## config.mk

```make
export PLATFORM = sky130hd
export DESIGN_NAME = sb5_vlane
export DESIGN_NICKNAME = d
export VERILOG_FILES = /design/src/hw/rtl/sb5_pkg.sv /design/src/hw/rtl/sb5_vlane.sv
export SDC_FILE = /design/constraint.sdc
export NUM_CORES = 1
export LEC_CHECK = 0
export BUFFER_PORTS_ARGS = -buffer_cell sky130_fd_sc_hd__buf_2
export CAP_MARGIN = 20
export CELL_PAD_IN_SITES_DETAIL_PLACEMENT = 1
export CELL_PAD_IN_SITES_GLOBAL_PLACEMENT = 1
export CORE_MARGIN = 2
export CORE_UTILIZATION = 47
export CTS_BUF_LIST = sky130_fd_sc_hd__clkbuf_8
export DETAILED_ROUTE_END_ITERATION = 6
export PLACE_DENSITY_LB_ADDON = 0.1
export SYNTH_ARGS = -nofsm -noshare
export SYNTH_HDL_FRONTEND = slang
export SYNTH_SLANG_ARGS = --single-unit
```

## constraint.sdc

```tcl
create_clock -name clk -period 7.05 [get_ports clk]
set_input_delay 1.0575 -clock clk [delete_from_list [all_inputs] [get_ports clk]]
set_output_delay 1.0575 -clock clk [all_outputs]
set_load 0.01 [all_outputs]
```

## src/hw/rtl/sb5_pkg.sv

```systemverilog
// Shared constants, types and arithmetic helpers for the 5-tap separable blur.
// No dependencies.
`default_nettype none

package sb5_pkg;

  localparam int MAX_WIDTH  = 1024;
  localparam int MAX_HEIGHT = 1024;
  localparam int MIN_DIM    = 5;

  localparam int CFG_W      = 11;
  localparam int CFG_IDX_W  = 4;
  localparam int CNT_W      = $clog2(MAX_WIDTH);
  localparam int RCNT_W     = $clog2(MAX_HEIGHT);
  localparam int WDIM_W     = $clog2(MAX_WIDTH + 1);
  localparam int HDIM_W     = $clog2(MAX_HEIGHT + 1);
  localparam int CMPW_W     = (WDIM_W > CFG_W) ? WDIM_W : CFG_W;
  localparam int CMPH_W     = (HDIM_W > CFG_W) ? HDIM_W : CFG_W;

  localparam int CH_W       = 8;
  localparam int NCH        = 3;
  localparam int PIX_W      = CH_W * NCH;
  localparam int HIST_W     = 4 * PIX_W;
  localparam int SUM_W      = 12;
  localparam int SUM3_W     = SUM_W * NCH;
  localparam int PROD_W     = 24;
  localparam int RECIP_SH   = 15;
  localparam logic [PROD_W-1:0] RECIP10 = PROD_W'(3277);

  localparam int OUT_ROW_W  = 10;
  localparam int OUT_COL_W  = 10;

  localparam int OQ_DEPTH   = 16;
  localparam int OQ_AW      = $clog2(OQ_DEPTH);
  localparam int OQ_CW      = $clog2(OQ_DEPTH + 1);
  localparam int NLANE      = 3;

  localparam logic [CFG_IDX_W-1:0] CFG_IMAGE_WIDTH  = CFG_IDX_W'(0);
  localparam logic [CFG_IDX_W-1:0] CFG_IMAGE_HEIGHT = CFG_IDX_W'(1);

  typedef struct packed {
    logic [OUT_ROW_W-1:0] row;
    logic [OUT_COL_W-1:0] col;
    logic                 last;
  } sb5_tag_t;

  typedef struct packed {
    logic [PIX_W-1:0] pix;
    sb5_tag_t         tag;
  } sb5_res_t;

  // 1,2,4,2,1 weighted sums of three channels
  function automatic logic [SUM3_W-1:0] tap5_sum(input logic [PIX_W-1:0] a,
                                                  input logic [PIX_W-1:0] b,
                                                  input logic [PIX_W-1:0] c,
                                                  input logic [PIX_W-1:0] d,
                                                  input logic [PIX_W-1:0] e);
    logic [SUM3_W-1:0] r;
    r = '0;
    for (int k = 0; k < NCH; k++) begin
      r[SUM_W*k +: SUM_W] = SUM_W'(a[CH_W*k +: CH_W])
                          + (SUM_W'(b[CH_W*k +: CH_W]) << 1)
                          + (SUM_W'(c[CH_W*k +: CH_W]) << 2)
                          + (SUM_W'(d[CH_W*k +: CH_W]) << 1)
                          + SUM_W'(e[CH_W*k +: CH_W]);
    end
    return r;
  endfunction

  // floor(s/10) by reciprocal multiply, exact for s <= 2550
  function automatic logic [PIX_W-1:0] div10_pix(input logic [SUM3_W-1:0] s);
    logic [PROD_W-1:0] p;
    logic [PIX_W-1:0]  r;
    r = '0;
    for (int k = 0; k < NCH; k++) begin
      p = PROD_W'(s[SUM_W*k +: SUM_W]) * RECIP10;
      r[CH_W*k +: CH_W] = p[RECIP_SH +: CH_W];
    end
    return r;
  endfunction

  function automatic logic [WDIM_W-1:0] clamp_w(input logic [CFG_W-1:0] v);
    logic [CMPW_W-1:0] e;
    e = CMPW_W'(v);
    if (e < CMPW_W'(MIN_DIM)) begin
      e = CMPW_W'(MIN_DIM);
    end else if (e > CMPW_W'(MAX_WIDTH)) begin
      e = CMPW_W'(MAX_WIDTH);
    end
    return WDIM_W'(e);
  endfunction

  function automatic logic [HDIM_W-1:0] clamp_h(input logic [CFG_W-1:0] v);
    logic [CMPH_W-1:0] e;
    e = CMPH_W'(v);
    if (e < CMPH_W'(MIN_DIM)) begin
      e = CMPH_W'(MIN_DIM);
    end else if (e > CMPH_W'(MAX_HEIGHT)) begin
      e = CMPH_W'(MAX_HEIGHT);
    end
    return HDIM_W'(e);
  endfunction

endpackage

`default_nettype wire

```

## src/hw/rtl/sb5_vlane.sv

```systemverilog
// One vertical filter lane: 5-tap column sum registered, then divide by 10.
// Depends on sb5_pkg.
`default_nettype none

module sb5_vlane
  import sb5_pkg::*;
(
  input  wire logic              clk,
  input  wire logic              rst_n,
  input  wire logic              vld,
  input  wire logic [HIST_W-1:0] hist,
  input  wire logic [PIX_W-1:0]  tval,
  input  wire sb5_tag_t          tag,
  output      logic              res_vld,
  output      sb5_res_t          res
);

  logic              vld_r;
  logic [SUM3_W-1:0] vsum_r;
  sb5_tag_t          tag_r;

  always_ff @(posedge clk) begin
    if (!rst_n) begin
      vld_r <= 1'b0;
    end else begin
      vld_r <= vld;
    end
  end

  // hist: oldest row in the low slot
  always_ff @(posedge clk) begin
    if (vld) begin
      vsum_r <= tap5_sum(hist[0 +: PIX_W], hist[PIX_W +: PIX_W],
                         hist[2*PIX_W +: PIX_W], hist[3*PIX_W +: PIX_W], tval);
      tag_r  <= tag;
    end
  end

  assign res_vld = vld_r;
  assign res.pix = div10_pix(vsum_r);
  assign res.tag = tag_r;

endmodule

`default_nettype wire

```

# Word-level counts from Yosys, hierarchy flattened
# Index checks and enable logic that the tools add are counted.
[op_classes]
n_addsub = 12
multipliers = 3
[op_table]
columns = ["op", "n"]
rows = [
  ["$mul A12 B12 Y23 const B", 3],
  ["$add A11 B9 Y12", 3],
  ["$add A12 B8 Y12", 3],
  ["$add A10 B10 Y11", 3],
  ["$add A8 B9 Y10", 3],
]
[word_totals]
regBits = 58
in_bits = 144
output_inout_bits = 46
word_cells = 20

# Longest topological paths before layout
[depth]
word_depth = 4
depth_mapped = 16
depth_no_buf = 16

# Worst setup path after synthesis
# Ideal clock, no wire load.
[synth_path]
kind = "flip-flop to output port"
startpoint = "reg vsum_r[18]"
endpoint = "out res[36] in the netlist's numbering"
t_arrival_ns = 4.380
required_time_ns = 5.992
slack_ns = 1.612
stages_incl_launch_ff = 17
n_path_buf = 0
cell_sequence = "edfxtp_1 -> ha_1 -> inv_1 -> fa_1 -> inv_1 -> fa_1 -> fa_1 -> inv_1 -> fa_1 -> inv_1 -> ha_1 -> a21oi_1 -> nand2_1 -> o2111ai_1 -> o311ai_2 -> o31ai_2 -> xnor2_1"
[synth_lines]
columns = ["item", "line", "rtl"]
rows = [
  ["start, declared", "sb5_vlane.sv:19", "logic [SUM3_W-1:0] vsum_r;"],
  ["start signal, assigned", "sb5_vlane.sv:33", "vsum_r <= tap5_sum(hist[0 +: PIX_W], hist[PIX_W +: PIX_W],"],
  ["end, declared", "sb5_vlane.sv:15", "output sb5_res_t res"],
]

==> flow_summary.ini <==
[logic_synthesis]
synth_area_sq_um = 11900
async_flop_share_pct = 0
synth_area_leaders = fa_1 30%, ha_1 30%, edfxtp_1 14%
synth.yosys.warnings = 0
synth.distinct_cells = 54
synth_top_area_share_pct = 30.4
synth_edf_count = 57
yosys_most_used_dff = edfxtp_1
synth.avg_cell_area_sq_um = 10.9
synth_seq_cells = 58
synth_nets = 1702
synth-seq-area-share_pct = 14.6
synthCells = 1090
yosysTopAreaCell = fa_1

[floorplan]
die_area_sq_um = 26500
die_x_microns = 163
row_count = 58
core_sq_um = 25000
start_util_pct = 47.5
ios = 190
die_h_microns = 163

[setup_path]
slowest_stage = o311ai_0
crit_type = flip-flop to primary output
cp.required_ns = 5.99
cp-end-kind = primary output
cp_cell_sequence = ha_1 > inv_1 > fa_1 > inv_1 > fa_1 > fa_1 > inv_1 > fa_1 > inv_1 > ha_1 > and3_1 > nor2_1 > a32oi_1 > o31ai_2 > o311ai_0 > buf_2
start_kind = flip-flop
path_max_fanout = 5
path_delay_family = adder cells
crit_arrival_ns = 5.27
cp_num_buf_inv = 5
cpPeakStageDelay_ns = 0.63

[clocking]
cts_tree = yes
cts.path.max_buffers = 2
cts_resized = 0
cts_buffers = 9
cts.hold.buffers_added = 0
post_cts_buffers = 0
htreeDepth = 3
clock-sinks = 58
root_buffer = clkbuf_8
clkTransAtPathRegs_ns = 0.09

[layout]
final_common_cell = inv_1
mostFrequentLayoutCells = 300 x inv_1, 288 x ha_1, 189 x buf_2
syn_to_final_growth_pct = 13.4
final_layout_size_suffix_gt1_share_pct = 16.7
diodes = 0
nNetsFinal = 1903

[placement]
routabilityCongestion = 0.802
dp_hpwl_microns = 23200
io_buffers = 189

[hold_path]
hold_path_startpoint = tag[10]
hp-class = input port to flip-flop
hold_end = res[10]
whs_path_depth = 1

[grt]
antenna_found_initial = 0
grt_max_degree = 59
grt_pass1_wl_microns = 43500
first_global_vias = 9147
track_usage_pct = 20.8
grt_remaining_overflow = 0

[detailed_routing]
ant_nets = 0
num_vias = 8058
dr.pass1.iters = 4
wl_per_cell_microns = 15.7
drt_iter0_markers = 172
vias_per_cell = 4.96
drcViolationCount = 0
drt-total-wl_microns = 25600

[timing]
final.period_utilization_pct = 89.8
relSlewSlack_pct = 44.0
max_freq_mhz = 158
setup_violations = 0
max_slew.worst_pin.slew_ns = 0.841
layout_min_cycle_time_ns = 6.33
hold_viol = 0
slew_violations = 0
setup_tns_ns = 0
rsz0062_at_grt = no

[outcome]
status = completed

[flow_run]
max_cap_viol_count = 0
[logic make-up after synthesis]
| logic type | synth area share, % |
|---|---|
| xor+xnor | 3.99 |
| buf+inv | 9.50 |
| fa+ha+maj | 60.8 |
| compound gates | 7.32 |
| simple gates | 3.79 |
| flops | 14.6 |
[cells in the mapped netlist, types with 3 or more instances]
master / n
a21oi_1: 31
and3_1: 6
nor2b_1: 5
a31oi_1: 4
edfxtp_1: 57
xnor2_1: 38
o31ai_2: 3
o21ai_0: 17
nand3_1: 5
nor2_1: 19
o41ai_1: 3
fa_1: 180
xor2_1: 16
nand4_1: 5
and2_1: 10
a211oi_1: 4
ha_1: 288
nand2b_1: 6
nor3_1: 6
nand2_1: 19
o21a_1: 6
inv_1: 300
a21o_1: 23
o21bai_1: 5
[state kept, by name (all words and copies together) (netlist names)]
name and flops:
res_vld 1, res 21, vsum_r 36
[stage by stage]
stage                     cell area (sq um)  util, %  std cells  worst slack [ns]  hold WS, ns
after floorplan                       11900        -       1090              1.61         1.16
after global placement                13200     53.0       1610              1.16         1.23
after detailed placement              13200     53.0       1610              1.06         1.24
after CTS                             13400     53.9       1626             0.642        0.834
after global routing                  13400     53.9       1626             0.443        0.841
final                                 13400     53.9       1626             0.722        0.859
[how the worst max path moves through the flow]
stage                     cells past startpoint        from  endpoint
after CTS                                    16  vsum_r[30]   res[42]
final                                        16  vsum_r[30]   res[42]
after floorplan                              16  vsum_r[18]   res[36]
after global placement                       16  vsum_r[30]   res[42]
after global routing                         17  vsum_r[18]   res[36]
after detailed placement                     16  vsum_r[30]   res[42]
[layout make-up]
class,count,area [sq um]
Inverter,300,1130
Clock inverter,7,103
Multi-Input combinational cell,732,9000
Sequential cell,58,1730
Fill cell,2863,11500
Clock buffer,9,124
Tap cell,330,413
Timing Repair Buffer,190,953
[per-layer routing]
| metal | track usage, % | vias to the layer above | part of all wire, % |
|---|---|---|---|
| li1 | - | 3934 | - |
| met1 | 26.0 | 4028 | 43 |
| met2 | 39.3 | 82 | 54 |
| met3 | 1.88 | 14 | 1.8 |
| met4 | 3.46 | 0 | 0.72 |
| met5 | 0 | - | 0 |
Power is left out: the tool's default activity adds up to more than one toggle a clock period on the data nets, which glitch-free logic cannot reach.
