## src/hw/rtl/sb5_ram.sv

```systemverilog
// Generic simple dual-port RAM: one write port, one read port, registered read.
// No dependencies.
`default_nettype none

module sb5_ram #(
  parameter int WIDTH = 8,
  parameter int DEPTH = 16
) (
  input  wire logic                     clk,
  input  wire logic                     we,
  input  wire logic [$clog2(DEPTH)-1:0] waddr,
  input  wire logic [WIDTH-1:0]         wdata,
  input  wire logic                     re,
  input  wire logic [$clog2(DEPTH)-1:0] raddr,
  output      logic [WIDTH-1:0]         rdata
);

  logic [WIDTH-1:0] mem_r [DEPTH];

  always_ff @(posedge clk) begin
    if (we) begin
      mem_r[waddr] <= wdata;
    end
    if (re) begin
      rdata <= mem_r[raddr];
    end
  end

endmodule

`default_nettype wire

```

## config.mk

```make
export PLATFORM = sky130hd
export DESIGN_NAME = sb5_ram
export DESIGN_NICKNAME = d
export VERILOG_FILES = /design/src/hw/rtl/sb5_ram.sv
export SDC_FILE = /design/constraint.sdc
export NUM_CORES = 1
export LEC_CHECK = 0
export ABC_AREA = 1
export BUFFER_PORTS_ARGS = -buffer_cell sky130_fd_sc_hd__buf_2
export CAP_MARGIN = 10
export CORE_MARGIN = 2
export CORE_UTILIZATION = 30
export CTS_CLUSTER_DIAMETER = 200
export DETAILED_ROUTE_END_ITERATION = 8
export PLACE_DENSITY_LB_ADDON = 0.08
export SETUP_SLACK_MARGIN = 0.4
export SYNTH_ARGS = -nofsm -noshare
export SYNTH_HDL_FRONTEND = slang
export SYNTH_SLANG_ARGS = --single-unit
```

## constraint.sdc

```tcl
create_clock -name clk -period 1.7 [get_ports clk]
set_clock_uncertainty 0.2 [all_clocks]
set_input_delay 0.51 -clock clk [delete_from_list [all_inputs] [get_ports clk]]
set_output_delay 0.51 -clock clk [all_outputs]
set_load 0.02 [all_outputs]
```

**Word-level counts from Yosys, hierarchy flattened**

Memory sizes are Yosys's and may differ from the RTL's. A register that Yosys moved wholly into a read port is not among the register bits.
Cells that the tools add are included.

- Output and inout bits: 8
- Logic and storage cells: 3
- Input port bits: 19
- Register bits: 0
- RAM bits: 128
- Memories kept: 1

Memory list:

| name | depth | width | rd ports | clocked after Yosys merged registers in | write ports | line | source |
|---|---|---|---|---|---|---|---|
| mem_r | 16 | 8 | 1 | 1 | 1 | 18 | `logic [WIDTH-1:0] mem_r [DEPTH];` |

- Muxes and demuxes: 2

Operators with widths:

| cell | number |
|---|---|
| $mux 1 | 2 |

**Logic depth before layout (Yosys ltp)**

Gate-level depths: netlist (run 1).

- Word-level depth: 2
- Gate-level depth with buffers: 8
- Depth with buffers taken out: 7

**Worst setup path after synthesis (run 1)**

OpenSTA, ideal clock, no wires.

- Kind: input to register
- Start: input port waddr[3]
- End: memory mem_r[4][0], enable pin
- Cell stages on the path: 2
- Path slack: 0.039 ns
- Arrival: 1.091 ns
- Required time: 1.130 ns
- Setup time: 0.370 ns
- Path buffers: 0
- Cell sequence: nand3b_1 > nor2_1

RTL lines:

| item | line | source |
|---|---|---|
| start, declared | 11 | `input wire logic [$clog2(DEPTH)-1:0] waddr,` |
| end, declared | 18 |  |

No word-level cell before the write port.

**Worst setup path in the final report (run 1)**

- Start: register rdata[0] (read register of mem_r)
- End: output port rdata[0]

RTL lines:

| item | line | source |
|---|---|---|
| start, declared | 15 | `output logic [WIDTH-1:0] rdata` |

No word-level cell between the ends.

==> out/metrics.cfg, run 1 <==
[sta]
final-setup-viol-count = 4
hold_violations = 0
setup_ws_ps = -43.13
slew-limit-headroom_pct = 72.41
period_needed_ps = 1743
min_period_over_period_pct = 102.5
fmax_mhz = 573.7
report.final.slew_viol_count = 0
tightest_slew_ps = 413.8
hold_ws_ps = 250.5
rsz0062_at_grt = yes

[worst_setup_path]
crit_buf_inv = 1
crit_required_ps = 990
cp_slowest_stage_delay_ps = 440
cp-start-kind = flop
r2r_setup_slack_ps = 380
regToRegStartpoint = mem_r[12][5]
end_kind = primary output
timing.rr.end = rdata[5]
cpLargestDelayFamily = flip-flops
path_class = reg2out
r2r_cells = 6
cp_max_fo = 1
arrival_ps = 1030
slowest_stage = edfxtp_1
crit_chain = buf_6

[power]
power_per_cell_area_nw_per_um2 = 1023
power_switching_mw = 1.922
ir_drop_mv = 0.6773
power_mw = 8.471
intPower_mw = 6.549
clkPwrFrac_pct = 45.5
seqPwrFrac_pct = 45.0
p_leak_nw = 3.441
swShare_pct = 22.69
comb_power_share_pct = 9.6

[routing]
ant_nets = 0
wl_per_cell_um = 18.24
drt-total-wl_um = 16430
drt_iter0_drc = 325
viasPerCell = 4.386
drc_errors = 0
vias = 3952
first_pass_iters = 4

[logic_synthesis]
synth_warnings = 0
syn-mean-instance-area_sq_um = 10.61
yosysSeqAreaShare_pct = 69.85
synth.distinct_cells = 11
ys_ff_latch = 136
syn-num-nets = 570
syn_inst = 551
syn_area_sq_um = 5847

[flow_run]
timing.max_cap.violations = 0

[cells_and_area]
mostFrequentLayoutCells = edfxtp_1, nand2_1, inv_1
nets = 642
layout-drive-gt1-share_pct = 36.64
fillCellCount = 1831
final_common_cell = edfxtp_1
area_growth_pct = 41.60
final_util_pct = 42.96
antenna_cells = 0
stdcell_count = 901

[min_path]
holdPathStages = 1
holdPathEnd = rdata[2]
worstHoldPathType = in2reg
hold_start = re

[global_routing]
gr-usage-all-layers_pct = 16.97
grt_pass1_vias = 3842
antenna_found_initial = 0
grt-ovfl-total = 0
grt_max_degree = 33
grt_pass1_wl_um = 24710

[clocking]
cts_sinks = 136
clk_latency_ps = 420
clockBufferDepth = 2
cts_max_level = 4
cts_inserted_buffers = 17
clk_pin_slew_ps = 60
cts_hold_buf = 0
cts_tree = built
cts-root-buf = clkbuf_16

[run_status]
violations = negative setup slack
status = finished, violations left

[placement]
dp.cells = 846
portBuffers = 26
gp_congestion = 0.7434
place_ws_ps = -270.0
dpl.hpwl_um = 9747

[die]
start_util_pct = 30.34
die_area_sq_um = 20620
coreArea_sq_um = 19270
rows = 51
io_pins = 27
die_h_um = 143.6
fp.dieW_um = 143.6

[worst max-delay path by stage]
stage	cells past startpoint	slack, ps	start	to
2_1_floorplan	2	120	waddr[2]	mem_r[10][0]
4_1_cts	1	-60	rdata[0]	rdata[0]
3_5_place_dp	9	-270	raddr[0]	rdata[2]
6_report	1	-40	rdata[0]	rdata[0]
5_1_grt	1	-70	rdata[0]	rdata[0]
3_3_place_gp	8	-290	raddr[0]	rdata[1]
[sequential cells by signal, indices dropped and copies added (netlist names)]
| register | flops |
|---|---|
| mem_r | 128 |
| rdata | 8 |
[logic make-up (layout without fill, tap and decap cells)]
family	after synthesis	count (layout)	share of synthesized area [%]
buffers and inverters	126	211	9.394
flip-flops	136	136	69.85
AND/OR/NAND/NOR	289	289	20.76
[cell type report]
class                           count  area (sq um)  area share [%]
Clock buffer                       18         429.2           5.184
Clock inverter                     14         180.2           2.176
Inverter                          102         414.1           5.002
Multi-Input combinational cell    289          1767           21.34
Sequential cell                   136          4084           49.33
Tap cell                          265         331.6           4.005
Timing Repair Buffer               77          1074           12.97
[metrics by stage]
step / TNS (ps) / area (sq um)
finish: -109.4 / 8279
floorplan: 0 / 6107
global placement: -7791 / 6690
detailed placement: -8366 / 6690
global route: -241.8 / 8279
CTS: -179.4 / 8109
[worst reg2reg max path: stages, from the launching register on]
cell and delay [ps]:
edfxtp_1 420, nand2_4 100, nand2_2 60, nand2_2 60, nand3_2 80, nand3_2 100, nand2_1 60
[repair_timing]
item                       in CTS  in global routing
gates cloned                    9                  0
gates resized for setup       110                 34
hold endpoints to repair        0                  0
pin swaps                      39                 22
setup endpoints to repair      80                 48
buffers inserted               12                  2
[Yosys cell counts, drive strengths merged]
cell type / count / area [sq um]
nor2: 17 / 63.81
nand3b: 2 / 15.01
inv: 102 / 382.9
edfxtp: 136 / 4084
nand3: 97 / 485.5
buf: 24 / 166.4
nand2: 173 / 649.4
[routing by layer]
metal / share of wire, % / GRT usage [%] / vias to the layer above / wire length, um
met5: 0 / 0 / - / 0
met4: 1.5 / 4.850 / 0 / 239
met3: 4.5 / 3.999 / 15 / 743
met2: 47 / 25.86 / 76 / 7680
met1: 47 / 24.20 / 1923 / 7768
li1: - / - / 1938 / -
[power by group through the flow]
| stage | combinational (mW) | sequential, mW | clock, mW |
|---|---|---|---|
| after floorplan | 0.319 | 3.89 | 0 |
| after global placement | 0.576 | 3.87 | 0 |
| after detailed placement | 0.575 | 3.87 | 0 |
| after CTS | 0.787 | 3.81 | 3.91 |
| after global routing | 0.874 | 3.81 | 4.05 |
| final | 0.811 | 3.81 | 3.85 |
Power figures use the tool's default switching activity.
==> run 2: changes to the inputs <==
--- a/config.mk
+++ b/config.mk
@@ -12,2 +12,3 @@
 export CORE_UTILIZATION = 30
+export CTS_BUF_LIST = sky130_fd_sc_hd__clkbuf_2 sky130_fd_sc_hd__clkbuf_4 sky130_fd_sc_hd__clkbuf_8
 export CTS_CLUSTER_DIAMETER = 200
==> constraint.sdc (replaced) <==
create_clock -name clk -period 1.7 [get_ports clk]
set_clock_uncertainty 0.2 [all_clocks]
set_input_delay 0.34 -clock clk [delete_from_list [all_inputs] [get_ports clk]]
set_output_delay 0.34 -clock clk [all_outputs]
set_load 0.02 [all_outputs]
==> run 2 against run 1 <==
The run now ends clean. Power decreased by 14%. Utilization decreased by 4.9 points. Count of clock-buffer cells in the layout decreased by 1. Worst setup slack improved by 150 ps. Die area unchanged. Sequential power about the same. Register-to-register slack improved by 40 ps. Sequential share of layout area increased by 6.3 points. Critical path type unchanged. Largest power group is now registers. Highest routed layer unchanged.
==> out/metrics.cfg, run 2 (same netlist as run 1, synthesis figures left out) <==
[cells_and_area]
nets = 620
mostFrequentLayoutCells = nand2_1, edfxtp_1, inv_1
largest_reg_flops = 128
top_regs = mem_r: 128 flops, rdata: 8 flops
final_util_pct = 38.11
area_growth_pct = 25.62
antenna_cells = 0
regMostFlops = mem_r
layout-drive-gt1-share_pct = 28.18
final_common_cell = nand2_1

[sta]
tightest_slew_ps = 484.1
finalSetupTns_ps = 0
period_needed_ps = 1597
report.final.slew_viol_count = 0
final-setup-viol-count = 0
slew-limit-headroom_pct = 67.73
fmax_mhz = 626.1
hold_violations = 0
min_period_over_period_pct = 93.96
rsz0062_at_grt = yes

[global_routing]
grt_max_degree = 37
gr-usage-all-layers_pct = 15.66
grt-ovfl-total = 0
grt_pass1_vias = 3707
antenna_found_initial = 0
grt_pass1_wl_um = 23030

[worst_setup_path]
end_kind = primary output
cp_slowest_stage_delay_ps = 450
crit_chain = buf_6
crit_buf_inv = 1
crit_required_ps = 1160
cp_max_fo = 1
path_class = reg2out
cp-start-kind = flop
cpLargestDelayFamily = flip-flops
arrival_ps = 1060
slowest_stage = edfxtp_1

[die]
rows = 51
die_area_sq_um = 20620
start_util_pct = 30.34
die_h_um = 143.6
coreArea_sq_um = 19270
io_pins = 27
fp.dieW_um = 143.6

[routing]
drt_iter0_drc = 212
drc_errors = 0
vias = 3774
wl_per_cell_um = 17.31
viasPerCell = 4.294
drt-total-wl_um = 15210
first_pass_iters = 5
ant_nets = 0

[flow_run]
timing.max_cap.violations = 0

[run_status]
status = complete, no violations

[placement]
gp_congestion = 0.7563
portBuffers = 26
dpl.hpwl_um = 9837

[clocking]
clockBufferDepth = 2
cts_sinks = 136
cts_tree = built
cts-root-buf = clkbuf_8
cts_inserted_buffers = 17
clk_pin_slew_ps = 80
cts_max_level = 4
clk_latency_ps = 450

[power]
ir_drop_mv = 0.4299
power_per_cell_area_nw_per_um2 = 988.7
p_leak_nw = 3.043

[min_path]
worstHoldPathType = in2reg

## run 2: cell count changes in the layout (fill, tap and decap cells not counted), sizes merged
| cell | before | now |
|---|---|---|
| buf | 77 | 54 |
| clkinv | 7 | 9 |
| clkbuf | 18 | 17 |
## run 2: metrics by stage
stage	area [sq um]	std cells	power, mW	setup WS, ps	hold WS [ps]
after global placement	6610	846	4.435	-153.4	525.1
final	7345	879	7.261	102.8	67.78
after floorplan	6065	551	4.198	286.4	238.9
after global routing	7345	879	7.514	42.77	33.23
after detailed placement	6610	846	4.432	-163.9	509.6
after CTS	7143	879	7.292	38.34	41.32
## run 2: report_power, final
group / internal (mW) / leakage (nW) / switching, mW
Clock: 1.57 / 0.208 / 1.27
Combinational: 0.208 / 1.60 / 0.411
Sequential: 3.77 / 1.24 / 0.0274
Total: 5.55 / 3.04 / 1.71
## run 2: final timing paths
kind | slack [ps] | cells after the start | endpoint | startpoint
setup / recovery | 100 | 1 | rdata[3] | rdata[3]
hold / removal | 70 | 1 | rdata[7] | re
setup reg to reg | 420 | 6 | rdata[3] | mem_r[10][3]
hold reg to reg | 530 | 6 | rdata[2] | mem_r[6][2]
## run 2: per-layer routing
| metal | part of all wire [%] | track usage [%] | vias up |
|---|---|---|---|
| li1 | - | - | 1881 |
| met1 | 48 | 21.51 | 1824 |
| met2 | 47 | 24.56 | 54 |
| met3 | 2.8 | 3.565 | 15 |
| met4 | 1.5 | 5.212 | 0 |
| met5 | 0 | 0 | - |
## run 2: repair_timing
action,4_1_cts,5_1_grt
hold buffers,0,0
setup buffers,0,0
cloned,1,0
resized for setup,28,45
endpoints found under the setup margin,16,16
pin swaps,4,32
## run 2: layout make-up
| class | instances | area, sq um |
|---|---|---|
| clock buffer | 17 | 234.0 |
| clock inverter | 15 | 183.9 |
| fill | 1920 | 11930 |
| inverter | 102 | 392.9 |
| multi-input combinational | 289 | 1599 |
| sequential | 136 | 4084 |
| tap | 265 | 331.6 |
| timing repair buffer | 54 | 515.5 |
| timing repair inverter | 1 | 3.754 |
## run 2: worst register-to-register path: cells and delay by family (launching register included)
family	cells	cell delay [ps]
simple gates	6	470
flops	1	390
