File: src/hw/rtl/sb5_pkg.sv
// Shared constants, types and arithmetic helpers for the 5-tap separable blur.
// No dependencies.
`default_nettype none

package sb5_pkg;

  localparam int MAX_WIDTH  = 1024;
  localparam int MAX_HEIGHT = 1024;
  localparam int MIN_DIM    = 5;

  localparam int CFG_W      = 11;
  localparam int CFG_IDX_W  = 4;
  localparam int CNT_W      = $clog2(MAX_WIDTH);
  localparam int RCNT_W     = $clog2(MAX_HEIGHT);
  localparam int WDIM_W     = $clog2(MAX_WIDTH + 1);
  localparam int HDIM_W     = $clog2(MAX_HEIGHT + 1);
  localparam int CMPW_W     = (WDIM_W > CFG_W) ? WDIM_W : CFG_W;
  localparam int CMPH_W     = (HDIM_W > CFG_W) ? HDIM_W : CFG_W;

  localparam int CH_W       = 8;
  localparam int NCH        = 3;
  localparam int PIX_W      = CH_W * NCH;
  localparam int HIST_W     = 4 * PIX_W;
  localparam int SUM_W      = 12;
  localparam int SUM3_W     = SUM_W * NCH;
  localparam int PROD_W     = 24;
  localparam int RECIP_SH   = 15;
  localparam logic [PROD_W-1:0] RECIP10 = PROD_W'(3277);

  localparam int OUT_ROW_W  = 10;
  localparam int OUT_COL_W  = 10;

  localparam int OQ_DEPTH   = 16;
  localparam int OQ_AW      = $clog2(OQ_DEPTH);
  localparam int OQ_CW      = $clog2(OQ_DEPTH + 1);
  localparam int NLANE      = 3;

  localparam logic [CFG_IDX_W-1:0] CFG_IMAGE_WIDTH  = CFG_IDX_W'(0);
  localparam logic [CFG_IDX_W-1:0] CFG_IMAGE_HEIGHT = CFG_IDX_W'(1);

  typedef struct packed {
    logic [OUT_ROW_W-1:0] row;
    logic [OUT_COL_W-1:0] col;
    logic                 last;
  } sb5_tag_t;

  typedef struct packed {
    logic [PIX_W-1:0] pix;
    sb5_tag_t         tag;
  } sb5_res_t;

  // 1,2,4,2,1 weighted sums of three channels
  function automatic logic [SUM3_W-1:0] tap5_sum(input logic [PIX_W-1:0] a,
                                                  input logic [PIX_W-1:0] b,
                                                  input logic [PIX_W-1:0] c,
                                                  input logic [PIX_W-1:0] d,
                                                  input logic [PIX_W-1:0] e);
    logic [SUM3_W-1:0] r;
    r = '0;
    for (int k = 0; k < NCH; k++) begin
      r[SUM_W*k +: SUM_W] = SUM_W'(a[CH_W*k +: CH_W])
                          + (SUM_W'(b[CH_W*k +: CH_W]) << 1)
                          + (SUM_W'(c[CH_W*k +: CH_W]) << 2)
                          + (SUM_W'(d[CH_W*k +: CH_W]) << 1)
                          + SUM_W'(e[CH_W*k +: CH_W]);
    end
    return r;
  endfunction

  // floor(s/10) by reciprocal multiply, exact for s <= 2550
  function automatic logic [PIX_W-1:0] div10_pix(input logic [SUM3_W-1:0] s);
    logic [PROD_W-1:0] p;
    logic [PIX_W-1:0]  r;
    r = '0;
    for (int k = 0; k < NCH; k++) begin
      p = PROD_W'(s[SUM_W*k +: SUM_W]) * RECIP10;
      r[CH_W*k +: CH_W] = p[RECIP_SH +: CH_W];
    end
    return r;
  endfunction

  function automatic logic [WDIM_W-1:0] clamp_w(input logic [CFG_W-1:0] v);
    logic [CMPW_W-1:0] e;
    e = CMPW_W'(v);
    if (e < CMPW_W'(MIN_DIM)) begin
      e = CMPW_W'(MIN_DIM);
    end else if (e > CMPW_W'(MAX_WIDTH)) begin
      e = CMPW_W'(MAX_WIDTH);
    end
    return WDIM_W'(e);
  endfunction

  function automatic logic [HDIM_W-1:0] clamp_h(input logic [CFG_W-1:0] v);
    logic [CMPH_W-1:0] e;
    e = CMPH_W'(v);
    if (e < CMPH_W'(MIN_DIM)) begin
      e = CMPH_W'(MIN_DIM);
    end else if (e > CMPH_W'(MAX_HEIGHT)) begin
      e = CMPH_W'(MAX_HEIGHT);
    end
    return HDIM_W'(e);
  endfunction

endpackage

`default_nettype wire

File: src/hw/rtl/sb5_merge.sv
// Output merge: queues up to three lane results per cycle in order, drains one per
// transfer, and tracks reserved space for items in flight. Depends on sb5_pkg.
`default_nettype none

module sb5_merge
  import sb5_pkg::*;
(
  input  wire logic             clk,
  input  wire logic             rst_n,
  input  wire logic [1:0]       rsv_n,
  output      logic             room,
  input  wire logic [NLANE-1:0] lane_vld,
  input  wire sb5_res_t         lane_res [NLANE],
  output      logic             out_valid,
  input  wire logic             out_ready,
  output      sb5_res_t         out_res
);

  sb5_res_t         mem_r [OQ_DEPTH];
  logic [OQ_AW-1:0] head_r, tail_r;
  logic [OQ_CW-1:0] cnt_r, cnt_nxt;
  logic [OQ_CW-1:0] res_r, res_nxt;
  logic [OQ_CW-1:0] push_n;
  logic [OQ_AW-1:0] off [NLANE];
  logic             pop;

  always_comb begin
    push_n = '0;
    for (int k = 0; k < NLANE; k++) begin
      off[k] = OQ_AW'(push_n);
      push_n = push_n + OQ_CW'(lane_vld[k]);
    end
  end

  assign pop       = out_valid && out_ready;
  assign out_valid = (cnt_r != '0);
  assign out_res   = mem_r[head_r];
  assign room      = (res_r <= OQ_CW'(OQ_DEPTH - NLANE));
  assign cnt_nxt   = cnt_r + push_n - OQ_CW'(pop);
  assign res_nxt   = res_r + OQ_CW'(rsv_n) - OQ_CW'(pop);

  always_ff @(posedge clk) begin
    if (!rst_n) begin
      head_r <= '0;
      tail_r <= '0;
      cnt_r  <= '0;
      res_r  <= '0;
    end else begin
      head_r <= head_r + OQ_AW'(pop);
      tail_r <= tail_r + OQ_AW'(push_n);
      cnt_r  <= cnt_nxt;
      res_r  <= res_nxt;
    end
  end

  always_ff @(posedge clk) begin
    for (int k = 0; k < NLANE; k++) begin
      if (lane_vld[k]) begin
        mem_r[tail_r + off[k]] <= lane_res[k];
      end
    end
  end

`ifndef ASSERT_OFF
  a_rsv_covers: assert property (@(posedge clk) disable iff (!rst_n)
    res_r >= cnt_r)
    else $error("reserved count below queue occupancy");

  a_no_overflow: assert property (@(posedge clk) disable iff (!rst_n)
    (push_n != '0) |-> ((cnt_r + push_n) <= OQ_CW'(OQ_DEPTH)))
    else $error("output queue overflow");

  a_lane_prefix: assert property (@(posedge clk) disable iff (!rst_n)
    (lane_vld[2] || lane_vld[1]) |-> (lane_vld[0] && lane_vld[1]))
    else $error("row-end burst not contiguous");

  a_rsv_bound: assert property (@(posedge clk) disable iff (!rst_n)
    res_r <= OQ_CW'(OQ_DEPTH))
    else $error("reservation exceeds queue depth");
`endif

endmodule

`default_nettype wire

File: config.mk
export PLATFORM = sky130hd
export DESIGN_NAME = sb5_merge
export DESIGN_NICKNAME = d
export VERILOG_FILES = /design/src/hw/rtl/sb5_pkg.sv /design/src/hw/rtl/sb5_merge.sv
export SDC_FILE = /design/constraint.sdc
export NUM_CORES = 2
export LEC_CHECK = 0
export ABC_AREA = 1
export BUFFER_PORTS_ARGS = -buffer_cell sky130_fd_sc_hd__buf_2
export CAP_MARGIN = 0
export CELL_PAD_IN_SITES_DETAIL_PLACEMENT = 0
export CELL_PAD_IN_SITES_GLOBAL_PLACEMENT = 2
export CORE_MARGIN = 2
export CORE_UTILIZATION = 37
export DETAILED_ROUTE_END_ITERATION = 16
export PLACE_DENSITY_LB_ADDON = 0.05
export RECOVER_POWER = 100
export SYNTH_ARGS = -nofsm -noshare
export SYNTH_HDL_FRONTEND = slang
export SYNTH_SLANG_ARGS = --single-unit
File: constraint.sdc
create_clock -name clk -period 6.2 [get_ports clk]
set_input_delay 1.24 -clock clk [delete_from_list [all_inputs] [get_ports clk]]
set_output_delay 1.24 -clock clk [all_outputs]
set_load 0.1 [all_outputs]
# == Yosys cells after proc, flatten, opt, wreduce, memory -nomap -nowiden ==
# Memories as Yosys holds them, arrays and structs flattened. A register that Yosys moved wholly into a read port is not among the register bits.
# Index checks and enable logic that the tools add are counted.
# classes
add_sub_neg,10
multipliers,0
div,0
order_cmp,1
n_eq_ne,0
shifts,0
n_mux,7
n_bitwise,0
n_reduce_logical,2
# op_table
op,count
subtractor 5 x 1 -> 5 bit,2
adder 4 x 1 -> 4 bit,2
two-way mux 1 bit,6
adder 5 x 2 -> 5 bit,1
adder 5 x 3 -> 5 bit,1
<= comparator 5 x 4 -> 1 bit (second input constant),1
nonzero test 5 bit,1
adder 4 x 2 -> 4 bit,1
adder 4 x 3 -> 4 bit,1
two-way mux 4 bit,1
adder 2 x 1 -> 3 bit,1
adder 1 x 1 -> 2 bit,1
logical AND 1 bit,1
# totals
regBits,18
latch_bits,0
ramBits,720
mem_bits_ro,0
output_inout_bits,47
memories,1
# mem_list
memory,depth,width,read_ports,rd_ports_with_merged_regs,wr,line,source
mem_r,16,45,1,1,3,sb5_merge.sv:19,sb5_res_t mem_r [OQ_DEPTH];

# == Longest topological paths before layout ==
# depth
word_depth,4
depth_mapped,12

# == Worst setup path before layout ==
# OpenSTA, ideal clock, no wires.
# synth_timing
path_kind,input to register
start,in lane_vld[0]
end,mem mem_r[12][0] in the netlist's numbering (enable)
arrival_time_ns,4.253
path_slack_ns,1.268
cell_stages,9
n_path_buf,2
path_cell_list,ha_1 -> ha_1 -> fa_1 -> xnor2_2 -> inv_1 -> nand3_1 -> buf_2 -> buf_2 -> nand3_1
# synth_lines
element,line,source
from (decl),sb5_merge.sv:12,"input wire logic [NLANE-1:0] lane_vld,"
to (decl),sb5_merge.sv:19,

==> results.cfg <==
[outcome]
status = complete, but fails checks
violations = max-capacitance violations, max-slew violations

[die]
fp-row-count = 134
start_util_pct = 37.4
core-area_mm2 = 0.134
dieHeight_um = 372
die-area_mm2 = 0.138
die_w_um = 372
ios = 190

[logic_synthesis]
ys_warn_count = 0
synth_seq_cells = 738
synth_fp_nets = 7031
synthDistinctLibCells = 25
seq_area_frac_synth_pct = 43.9
synth.cell_area_mm2 = 0.0500
syn_area_per_cell_um2 = 7.30
netlist_instances = 6856

[power_and_ir_drop]
power_mw = 21.8
p_seq_share_pct = 30.8
power_density_mw_per_mm2 = 399
p_int_mw = 11.4
clockPowerShare_pct = 25.5
ir_drop_mv = 0.403
swShare_pct = 47.7
combPwrFrac_pct = 43.7
power.net_switching_mw = 10.4
p_leak_nw = 23.1

[global_routing]
grtUsageTotal_pct = 39.1
grt_pass1_wl_mm = 387
antenna_found_initial = 37
grt_start_max_net_pins = 168
gr-total-overflow = 0
grt_pass1_vias = 50300

[layout]
final_util_pct = 40.9
syn2layout_area_growth_pct = 9.50
drive_gt1_share_pct = 7.42
nets = 6694

[sta]
slew-limit-headroom_pct = -95.4
post-route-min-period_ps = 5590
report.final.slew_viol_count = 440
rsz0062_at_grt = false
tightest_slew_ps = 2930
hold_viol = 0
max_freq_mhz = 179
setup_viol = 0
finalClockSkew_ps = 20.2
finalCritPeriodShare_pct = 90.1
setup_tns_ps = 0

[critical_path]
path_class = register to output pin
cp.required_ps = 4960
start_kind = register
reg2reg_slack_ps = 1030
r2r_start = tail_r[2]$_SDFF_PN0_
reg2reg_to = mem_r[0][20]$_DFFE_PP_
worstPathArrival_ps = 4350
crit_fanout = 35
crit_path_end_kind = output pin
reg2regPathDepth = 5

[clocking]
clockBufferDepth = 3
cts_resized = 0
cts_tree = built
worstSkewPairLatency_ps = 730
cts_sinks = 738
cts_root_buf = clkbuf_16
cts_buffers = 97
cts_hold_buf = 0
clk_pin_slew_ps = 60
post_cts_buffers = 0
cts-htree-levels = 3

[job]
maxCapViolCount = 13

[place]
place.gp.congestion = 0.863
hpwlAfterDp_mm = 148
io_buffers = 189

[hold_path]
min_path_type = register to register
hold_end = head_r[2]$_SDFF_PN0_
hold_depth = 2
hold_start = head_r[2]$_SDFF_PN0_

[route]
wire_per_inst_um = 32.7
first_pass_iters = 6
vias = 52400
drt_wl_total_mm = 274
detail_route.iter0.violations = 7354
ant_nets = 0
viasPerCell = 6.26
drc = 0
-- how the worst max path moves through the flow --
| stage | startpoint | endpoint | slack (ps) | cells past startpoint |
|---|---|---|---|---|
| after floorplan | lane_vld[0] | mem_r[12][0]$_DFFE_PP_ | 1270 | 9 |
| after global placement | lane_vld[0] | mem_r[10][11]$_DFFE_PP_ | 1030 | 10 |
| after detailed placement | lane_vld[0] | mem_r[10][1]$_DFFE_PP_ | 1000 | 10 |
| after CTS | head_r[1]$_SDFF_PN0_ | out_res[19] | 1320 | 7 |
| after global routing | lane_vld[0] | mem_r[5][42]$_DFFE_PP_ | 590 | 12 |
| final | head_r[1]$_SDFF_PN0_ | out_res[39] | 610 | 7 |
-- cell usage after synthesis --
cell,count,area [um^2]
xor2_2,1,16.3
buf_2,192,961
nand2_1,2488,9340
xor2_1,3,26.3
dfxtp_1,18,360
buf_4,4,30.0
xnor2_2,2,32.5
xnor2_1,2,17.5
nor2_1,19,71.3
edfxtp_1,720,21600
ha_1,27,338
a21oi_1,121,606
nor3_1,2,10.0
nand3_1,1051,5260
fa_1,5,100
nand4_1,722,4520
inv_2,18,67.6
buf_1,130,488
o211ai_1,250,1880
clkbuf_1,456,1710
inv_1,497,1870
nand3_2,4,40.0
o21ai_0,119,596
nand3_4,4,70.1
a31oi_1,1,6.26
-- power by group through the flow --
stage	Clock [mW]	Sequential (mW)	Combinational (mW)
final	5.58	6.73	9.54
after global routing	5.76	6.79	10.0
after CTS	5.60	6.72	9.46
after detailed placement	0	6.82	9.45
after global placement	0	6.81	9.42
after floorplan	0	6.74	6.22
-- per-stage QoR --
stage | instance area, um^2 | cells | hold WS (ps) | setup WS (ps)
after floorplan | 50000 | 6856 | 531 | 1270
after global placement | 52200 | 8188 | 561 | 1030
after detailed placement | 52200 | 8188 | 560 | 998
after CTS | 55100 | 8360 | 574 | 1320
after global routing | 54800 | 8373 | 609 | 594
final | 54800 | 8375 | 567 | 611
-- worst max-delay path, cell delays in order (launching register included) --
cell      delay (ps)
dfxtp_1          480
inv_2           1260
buf_4            460
o211ai_1         130
nand3_1          140
nand3_1           90
nand2_1          150
clkbuf_1         870
-- routing by layer --
metal | up-vias | global-route usage [%] | part of all wire, % | wire length (um)
met4 | 20 | 23.5 | 6.6 | 18000
met5 | - | 0 | 0.039 | 106
met3 | 775 | 6.54 | 9.7 | 26500
met1 | 25500 | 50.7 | 39 | 106000
li1 | 22800 | - | - | -
met2 | 3295 | 61.1 | 45 | 122000
-- registers in the layout, indices dropped and copies added (netlist names) --
register	cells
cnt_r	5
head_r	4
mem_r	720
res_r	5
tail_r	4
-- kinds of logic (layout without fill, tap and decap cells) --
kind of cell    Yosys count  count (layout)  synth area share (%)
xor+xnor                  8               8                 0.185
flops                   738             738                  43.9
fa+ha+maj                32              32                 0.875
other cells               0              15                     0
buf+inv                1297            1033                  10.2
simple gates           4290            4290                  38.6
compound gates          491             491                  6.17
-- final cells by class --
cell class,instances,area [um^2]
Antenna cell,15,37.5
Clock buffer,128,2610
Clock inverter,44,328
Fill cell,13700,79000
Inverter,515,1960
Multi-Input combinational cell,4821,23300
Sequential cell,738,22000
Tap cell,1768,2210
Timing Repair Buffer,346,2350
-- layout by cell type, fill, tap and decap left out, types with 2 or more instances in the layout --
cell type / Yosys / final
nor2_1: 19 / 15
nand2_4: 0 / 2
edfxtp_1: 720 / 720
buf_2: 192 / 165
clkinv_2: 0 / 17
bufinv_16: 0 / 5
clkinvlp_2: 0 / 7
inv_1: 497 / 496
nor2_4: 0 / 4
xnor2_1: 2 / 2
ha_1: 27 / 27
buf_4: 4 / 97
clkbuf_1: 456 / 62
a21oi_1: 121 / 121
nand3_4: 4 / 29
o211ai_1: 250 / 250
clkbuf_16: 0 / 100
nand4_1: 722 / 722
o21ai_0: 119 / 119
fa_1: 5 / 5
xor2_1: 3 / 3
diode_2: 0 / 15
nor3_1: 2 / 2
buf_12: 0 / 28
inv_4: 0 / 2
clkinv_1: 0 / 28
dfxtp_4: 0 / 3
nand2_1: 2488 / 2486
dfxtp_1: 18 / 15
nand3_1: 1051 / 1029
clkbuf_2: 0 / 21
No activity file was read; power rests on OpenSTA's default activity.
